==> src/hdl/crtr_pkg.sv <==
// shared types, codes and letter table for the cyrillic transliterator
`timescale 1ns / 1ps
package crtr_pkg;

	localparam logic [7:0] LeadD0      = 8'hD0;
	localparam logic [7:0] LeadD1      = 8'hD1;
	localparam logic [7:0] Terminator  = 8'h00;
	localparam logic [7:0] D0SpanLo    = 8'h90;
	localparam logic [7:0] D0SpanHi    = 8'hBF;
	localparam logic [7:0] D1SpanLo    = 8'h80;
	localparam logic [7:0] D1SpanHi    = 8'h8F;
	localparam logic [7:0] YoUpperLo   = 8'h81;
	localparam logic [7:0] YoLowerLo   = 8'h91;
	localparam int         QueueDepth  = 4;
	localparam int         QueuePtrW   = $clog2(QueueDepth);

	// one run of 1 to 3 output characters, chars[0] goes out first
	typedef struct packed {
		logic [2:0][7:0] chars;
		logic [1:0]      cnt;
	} run_t;

	function automatic run_t mk_run(input logic [1:0] n, input logic [7:0] c0,
			input logic [7:0] c1, input logic [7:0] c2);
		run_t r;
		r.cnt      = n;
		r.chars[0] = c0;
		r.chars[1] = c1;
		r.chars[2] = c2;
		return r;
	endfunction

	// upper half of the table; the lower half is the same with the first letter in lower case
	function automatic run_t upper_entry(input logic [4:0] idx);
		run_t r;
		unique case (idx)
			5'd0:  r = mk_run(2'd1, "A", 8'h00, 8'h00);
			5'd1:  r = mk_run(2'd1, "B", 8'h00, 8'h00);
			5'd2:  r = mk_run(2'd1, "V", 8'h00, 8'h00);
			5'd3:  r = mk_run(2'd1, "G", 8'h00, 8'h00);
			5'd4:  r = mk_run(2'd1, "D", 8'h00, 8'h00);
			5'd5:  r = mk_run(2'd1, "E", 8'h00, 8'h00);
			5'd6:  r = mk_run(2'd2, "Z", "h", 8'h00);
			5'd7:  r = mk_run(2'd1, "Z", 8'h00, 8'h00);
			5'd8:  r = mk_run(2'd1, "I", 8'h00, 8'h00);
			5'd9:  r = mk_run(2'd1, "J", 8'h00, 8'h00);
			5'd10: r = mk_run(2'd1, "K", 8'h00, 8'h00);
			5'd11: r = mk_run(2'd1, "L", 8'h00, 8'h00);
			5'd12: r = mk_run(2'd1, "M", 8'h00, 8'h00);
			5'd13: r = mk_run(2'd1, "N", 8'h00, 8'h00);
			5'd14: r = mk_run(2'd1, "O", 8'h00, 8'h00);
			5'd15: r = mk_run(2'd1, "P", 8'h00, 8'h00);
			5'd16: r = mk_run(2'd1, "R", 8'h00, 8'h00);
			5'd17: r = mk_run(2'd1, "S", 8'h00, 8'h00);
			5'd18: r = mk_run(2'd1, "T", 8'h00, 8'h00);
			5'd19: r = mk_run(2'd1, "U", 8'h00, 8'h00);
			5'd20: r = mk_run(2'd1, "F", 8'h00, 8'h00);
			5'd21: r = mk_run(2'd1, "H", 8'h00, 8'h00);
			5'd22: r = mk_run(2'd2, "T", "s", 8'h00);
			5'd23: r = mk_run(2'd2, "C", "h", 8'h00);
			5'd24: r = mk_run(2'd2, "S", "h", 8'h00);
			5'd25: r = mk_run(2'd3, "S", "c", "h");
			5'd26: r = mk_run(2'd1, "/", 8'h00, 8'h00);
			5'd27: r = mk_run(2'd1, "Y", 8'h00, 8'h00);
			5'd28: r = mk_run(2'd1, "'", 8'h00, 8'h00);
			5'd29: r = mk_run(2'd1, "E", 8'h00, 8'h00);
			5'd30: r = mk_run(2'd2, "Y", "u", 8'h00);
			5'd31: r = mk_run(2'd2, "Y", "a", 8'h00);
		endcase
		return r;
	endfunction

	function automatic run_t letter_entry(input logic [5:0] idx);
		run_t r;
		r = upper_entry(idx[4:0]);
		// lower-case half: fold only real letters, leave / and ' alone
		if (idx[5] && r.chars[0] >= "A" && r.chars[0] <= "Z") begin
			r.chars[0] = r.chars[0] | 8'h20;
		end
		return r;
	endfunction

endpackage

==> src/hdl/crtr_front.sv <==
// front end: holds the lead byte and classifies each request into a run of characters or none
`timescale 1ns / 1ps
module crtr_front (
	input  logic             clk,
	input  logic             arst_n,
	input  logic             accept,
	input  logic [7:0]       in_byte,
	output logic             run_push,
	output crtr_pkg::run_t   run_data
);

	logic lead_pending_q;
	logic lead_is_d1_q;
	logic is_lead;

	assign is_lead = (in_byte == crtr_pkg::LeadD0) || (in_byte == crtr_pkg::LeadD1);

	always_ff @(posedge clk or negedge arst_n) begin
		if (!arst_n) begin
			lead_pending_q <= 1'b0;
			lead_is_d1_q   <= 1'b0;
		end else if (accept) begin
			if (!lead_pending_q && is_lead) begin
				lead_pending_q <= 1'b1;
				lead_is_d1_q   <= (in_byte == crtr_pkg::LeadD1);
			end else begin
				lead_pending_q <= 1'b0;
				lead_is_d1_q   <= 1'b0;
			end
		end
	end

	always_comb begin
		run_push = 1'b0;
		run_data = crtr_pkg::mk_run(2'd1, in_byte, 8'h00, 8'h00);
		if (!lead_pending_q) begin
			run_push = accept && !is_lead;
		end else begin
			priority if (in_byte == crtr_pkg::Terminator) begin
				run_push = accept;
			end else if (!lead_is_d1_q && in_byte >= crtr_pkg::D0SpanLo
					&& in_byte <= crtr_pkg::D0SpanHi) begin
				run_push = accept;
				run_data = crtr_pkg::letter_entry(6'(in_byte - crtr_pkg::D0SpanLo));
			end else if (lead_is_d1_q && in_byte >= crtr_pkg::D1SpanLo
					&& in_byte <= crtr_pkg::D1SpanHi) begin
				run_push = accept;
				run_data = crtr_pkg::letter_entry({2'b11, in_byte[3:0]});
			end else if (!lead_is_d1_q && in_byte == crtr_pkg::YoUpperLo) begin
				run_push = accept;
				run_data = crtr_pkg::mk_run(2'd2, "Y", "o", 8'h00);
			end else if (lead_is_d1_q && in_byte == crtr_pkg::YoLowerLo) begin
				run_push = accept;
				run_data = crtr_pkg::mk_run(2'd2, "y", "o", 8'h00);
			end else begin
				// any other pair is dropped
				run_push = 1'b0;
			end
		end
	end

endmodule

==> src/hdl/crtr_queue.sv <==
// short queue of character runs between the front end and the emitter
`timescale 1ns / 1ps
module crtr_queue (
	input  logic             clk,
	input  logic             arst_n,
	input  logic             wr_en,
	input  crtr_pkg::run_t   wr_data,
	input  logic             rd_en,
	output crtr_pkg::run_t   rd_data,
	output logic             q_empty,
	output logic             q_full
);

	crtr_pkg::run_t                 mem_q [crtr_pkg::QueueDepth];
	logic [crtr_pkg::QueuePtrW-1:0] wr_ptr_q;
	logic [crtr_pkg::QueuePtrW-1:0] rd_ptr_q;
	logic [crtr_pkg::QueuePtrW:0]   count_q;

	assign q_empty = (count_q == '0);
	assign q_full  = (count_q == (crtr_pkg::QueuePtrW+1)'(crtr_pkg::QueueDepth));
	assign rd_data = mem_q[rd_ptr_q];

	always_ff @(posedge clk) begin
		if (wr_en) begin
			mem_q[wr_ptr_q] <= wr_data;
		end
	end

	always_ff @(posedge clk or negedge arst_n) begin
		if (!arst_n) begin
			wr_ptr_q <= '0;
			rd_ptr_q <= '0;
			count_q  <= '0;
		end else begin
			if (wr_en) begin
				wr_ptr_q <= wr_ptr_q + 1'b1;
			end
			if (rd_en) begin
				rd_ptr_q <= rd_ptr_q + 1'b1;
			end
			unique case ({wr_en, rd_en})
				2'b10:   count_q <= count_q + 1'b1;
				2'b01:   count_q <= count_q - 1'b1;
				default: count_q <= count_q;
			endcase
		end
	end

endmodule

==> src/hdl/crtr_back.sv <==
// emitter: walks the head run one character per request
`timescale 1ns / 1ps
module crtr_back (
	input  logic             clk,
	input  logic             arst_n,
	input  crtr_pkg::run_t   head,
	input  logic             head_valid,
	input  logic             take,
	output logic             run_pop,
	output logic [7:0]       out_char,
	output logic             last_of_run
);

	logic [1:0] idx_q;

	assign out_char    = head.chars[idx_q];
	assign last_of_run = (idx_q == head.cnt - 2'd1);
	assign run_pop     = take && head_valid && last_of_run;

	always_ff @(posedge clk or negedge arst_n) begin
		if (!arst_n) begin
			idx_q <= 2'd0;
		end else if (take && head_valid) begin
			idx_q <= last_of_run ? 2'd0 : idx_q + 2'd1;
		end
	end

endmodule

==> src/hdl/cyrillic_utf8_transliterator.sv <==
// top level of the cyrillic utf-8 to latin transliterator
`timescale 1ns / 1ps
// Bytes go in through push/full and characters come out through empty/pop, one
// character per cycle while pop is high and empty is low. When nothing is waiting
// ahead of it, an accepted byte that gives characters shows its first one on the
// result ports in the next cycle. Plain bytes give one character, a lead byte
// (0xD0 or 0xD1) gives none, and the byte after a lead gives zero to three
// characters. The front end takes one byte every cycle while full is low; a
// four-run queue sits between it and the emitter, so full rises only when four
// runs are waiting. Sustained throughput is set by the emitter's one character
// per cycle: a two-byte letter gives one to three characters.
module cyrillic_utf8_transliterator (
	input  logic       clk,
	input  logic       arst_n,
	input  logic       push,
	output logic       full,
	input  logic [7:0] in_byte,
	output logic       empty,
	input  logic       pop,
	output logic [7:0] out_char,
	output logic       last_of_run
);

	logic           accept;
	logic           run_push;
	logic           run_pop;
	crtr_pkg::run_t run_data;
	crtr_pkg::run_t head_run;

	assign accept = push && !full;

	crtr_front u_front (
		.clk      (clk),
		.arst_n   (arst_n),
		.accept   (accept),
		.in_byte  (in_byte),
		.run_push (run_push),
		.run_data (run_data)
	);

	crtr_queue u_queue (
		.clk     (clk),
		.arst_n  (arst_n),
		.wr_en   (run_push),
		.wr_data (run_data),
		.rd_en   (run_pop),
		.rd_data (head_run),
		.q_empty (empty),
		.q_full  (full)
	);

	crtr_back u_back (
		.clk         (clk),
		.arst_n      (arst_n),
		.head        (head_run),
		.head_valid  (!empty),
		.take        (pop),
		.run_pop     (run_pop),
		.out_char    (out_char),
		.last_of_run (last_of_run)
	);

	// every queued run carries at least one character
	a_run_not_blank: assert property (@(posedge clk) disable iff (!arst_n)
		!empty |-> head_run.cnt != 2'd0)
		else $error("queued run has no characters");

	// runs enter the queue only on an accepted request
	a_push_only_on_accept: assert property (@(posedge clk) disable iff (!arst_n)
		run_push |-> accept)
		else $error("run written without an accepted byte");

	// a single-character run is always its own last character
	a_single_is_last: assert property (@(posedge clk) disable iff (!arst_n)
		(!empty && head_run.cnt == 2'd1) |-> last_of_run)
		else $error("single-character run not marked last");

	// a run leaves the queue exactly when its last character is taken
	a_pop_on_last: assert property (@(posedge clk) disable iff (!arst_n)
		run_pop |-> (pop && !empty && last_of_run))
		else $error("run removed before its last character");

endmodule
==> config.mk <==
export PLATFORM = sky130hd
export DESIGN_NAME = cyrillic_utf8_transliterator
export DESIGN_NICKNAME = d
export VERILOG_FILES = /design/src/hdl/crtr_pkg.sv /design/src/hdl/crtr_front.sv /design/src/hdl/crtr_queue.sv /design/src/hdl/crtr_back.sv /design/src/hdl/cyrillic_utf8_transliterator.sv
export SDC_FILE = /design/constraint.sdc
export NUM_CORES = 1
export LEC_CHECK = 0
export ABC_AREA = 1
export BUFFER_PORTS_ARGS = -buffer_cell sky130_fd_sc_hd__buf_2
export CAP_MARGIN = 0
export CORE_MARGIN = 2
export CORE_UTILIZATION = 35
export CTS_CLUSTER_SIZE = 20
export DETAILED_ROUTE_END_ITERATION = 8
export PLACE_DENSITY_LB_ADDON = 0.05
export SKIP_LAST_GASP = 1
export SYNTH_ARGS = -nofsm -noshare
export SYNTH_HDL_FRONTEND = slang
export SYNTH_SLANG_ARGS = --single-unit
==> constraint.sdc <==
create_clock -name clk -period 3 [get_ports clk]
set_input_delay 0.6 -clock clk [delete_from_list [all_inputs] [get_ports clk]]
set_output_delay 0.6 -clock clk [all_outputs]
set_load 0.1 [all_outputs]
==> reports/qor.csv <==
metric,value,unit
status,"complete, no violations",
chipHeight,116.0,um
cts_buffer_depth,2,
r2r_slack,380,ps
crit_arrival,2180,ps
grt_use_total,18.46,%
wl_per_cell,15.76,um
clkTransAtPathRegs,60,ps
worstReg2RegEnd,u_queue.count_q[2]$_DFFE_PN0P_,
final_cells,739,
cts-root-buf,clkbuf_16,
p_comb_share,51.8,%
syn_to_final_growth,20.19,%
gp_congestion,0.9311,
htreeDepth,3,
cp_max_fo,26,
port_buffers,22,
rsz0062_at_grt,no,
rows,40,
async_flop_share,14.67,%
hold_buffers,0,
synth_top_area_cell,edfxtp_1,
synth_area_leaders,"edfxtp_1, nand2_1, dfrtp_1",
chipWidth,116.0,um
finalPower,5.596,mW
peakVddDrop,0.3891,mV
path_buf_inv,3,
crit_path_start,u_queue.rd_ptr_q[0]$_DFFE_PN0P_,
r2r_cells,14,
dp_hpwl,8419,um
placed_cells,723,
wl,11650,um
cts.repair.resized,0,
hold_class,input pin to async pin,
synthFlopType,edfxtp_1,
final_common_cell,nand2_1,
drtIter0Drc,234,
slew_headroom,45.26,%
synth.distinct_cells,45,
period_share,92.83,%
cp_cell_sequence,inv_2 -> buf_4 -> nor2_1 -> o22ai_1 -> nand3_1 -> nand3_1 -> buf_2,
drv_cap,0,
ant_nets,0,
first_global_vias,3616,
drv_slew,0,
setup_viol,0,
drt-vias-per-instance,5.053,
initial_core_util,36.27,%
critPathCaptureType,primary output,
worst-setup-path-type,flop to primary output,
layout_common_cells,"nand2_1, nor2_1, edfxtp_1",
max_freq,0.3591,GHz
cts_made_buffers,9,
tightest_slew,813.5,ps
power.switching,2.640,mW
swShare,47.18,%
drc,0,
die_area,13460,um^2
syn_nets,549,
drt_first_pass_iters,5,
worstSkewPairLatency,330,ps
slowest_delay,480,ps
crit_path_top_delay_cell,dfrtp_1,
core_area,12110,um^2
place_ws,105.7,ps
syn_inst,520,
post-route-util,43.60,%
worst_slack,215.2,ps
drive_gt1_share,16.46,%
cts_tree,yes,
final.min_clock_period,2785,ps
skew,7.640,ps
grt_remaining_overflow,0,
synth_warnings,0,
crit_path_frequent_cell,nand3_1,
fin_setup_tns,0,ps
grt_max_degree,28,
syn-cell-area,4393,um^2
pwr-share-clk,20.7,%
n_antenna_cell,0,
synth_enable_flop_cells,64,
cp_top_family,buffers and inverters,
cellPowerDensity,1060,nW/um^2
cts_setup_buffers,0,
power.internal,2.956,mW
startpoint_type,flop,
p_leak,2.306,nW
seq_area_frac_synth,50.01,%
cts_sinks,75,
syn_avg_cell_area,8.448,um^2
seqPwrFrac,27.5,%
dr_total_vias,3734,
fin_nets,595,
io_pins,23,
synth_top_area_share,43.75,%
grt_antenna_before_repair,0,
r2r_start,u_queue.rd_ptr_q[0]$_DFFE_PN0P_,
hold_viol,0,
ys_seq_elements,75,
critical_path_required,2400,ps
grt_pass1_wl,18850,um
## worst max-delay path by stage
stage / end / slack [ps] / cells after the start
floorplan: u_queue.count_q[2]$_DFFE_PN0P_ / 20 / 16
global placement: u_queue.count_q[2]$_DFFE_PN0P_ / 130 / 17
detailed placement: u_queue.count_q[2]$_DFFE_PN0P_ / 110 / 17
CTS: out_char[3] / 170 / 7
global route: out_char[5] / 20 / 9
finish: out_char[3] / 220 / 7
## Yosys cell counts (2+ instances only)
master / n
edfxtp_1: 64
a21oi_1: 12
nand2_2: 4
nand2_1: 118
nor3_1: 7
o21ai_0: 52
a31oi_1: 2
o21ai_2: 2
xor2_1: 4
inv_1: 51
nor2_1: 73
inv_2: 7
buf_2: 3
nand3_1: 34
nor4_1: 2
clkbuf_1: 10
o22ai_1: 15
o21ai_1: 5
ha_1: 16
dfrtp_1: 11
nor2_2: 3
or2_1: 2
## routing by layer
metal / up-vias / wire length [um] / track usage, %
met3: 19 / 507 / 3.400
met4: 0 / 224 / 6.032
met1: 1757 / 5318 / 24.40
li1: 1840 / - / -
met5: - / 0 / 0
met2: 118 / 5595 / 30.72
## flip-flops by register name, summed over array words and instances (netlist names)
register and count:
u_front.lead_is_d1_q 1, u_queue.wr_ptr_q 2, u_queue.mem_q 64, u_queue.rd_ptr_q 2, u_back.idx_q 2, u_front.lead_pending_q 1
u_queue.count_q 3
## power by group through the flow
stage | Clock, mW | Sequential (mW) | Combinational [mW]
floorplan | 0 | 1.50 | 2.13
global placement | 0 | 1.56 | 2.93
detailed placement | 0 | 1.56 | 2.92
CTS | 1.18 | 1.54 | 2.94
global route | 1.22 | 1.56 | 3.15
finish | 1.16 | 1.54 | 2.90
## worst register-to-register path: stages (launching register included)
cell	delay [ps]
dfrtp_1	510
inv_2	120
nand2_1	70
nand3_1	60
nand2_1	120
xor2_1	190
o21bai_1	130
nand2_1	100
nor2_2	220
ha_1	200
inv_1	70
fa_2	340
a21oi_1	140
o21ai_1	90
xor2_1	140
## stage by stage
step,instance area (um^2),hold slack (ps)
6_report,5280,137.4
5_1_grt,5280,148.0
4_1_cts,5280,137.4
3_5_place_dp,4956,464.8
3_3_place_gp,4956,466.5
2_1_floorplan,4410,304.4
## cells by family (layout without fill, tap and decap cells)
group,count (synthesis),count (layout),synth area share (%)
AND/OR/NAND/NOR,250,250,24.55
AO/OA/AOI/OAI,98,98,12.53
flip-flops,75,75,50.01
buffers and inverters,74,125,6.522
adder cells (fa/ha/maj),17,17,5.013
XOR/XNOR,6,6,1.367
## cell type report
class,count,area [um^2]
Clock buffer,9,225.2
Clock inverter,7,98.84
Fill cell,1256,6832
Inverter,58,217.7
Multi-Input combinational cell,371,1921
Sequential cell,75,2197
Tap cell,168,210.2
Timing Repair Buffer,51,410.4
(Power assumes the default switching activity.)
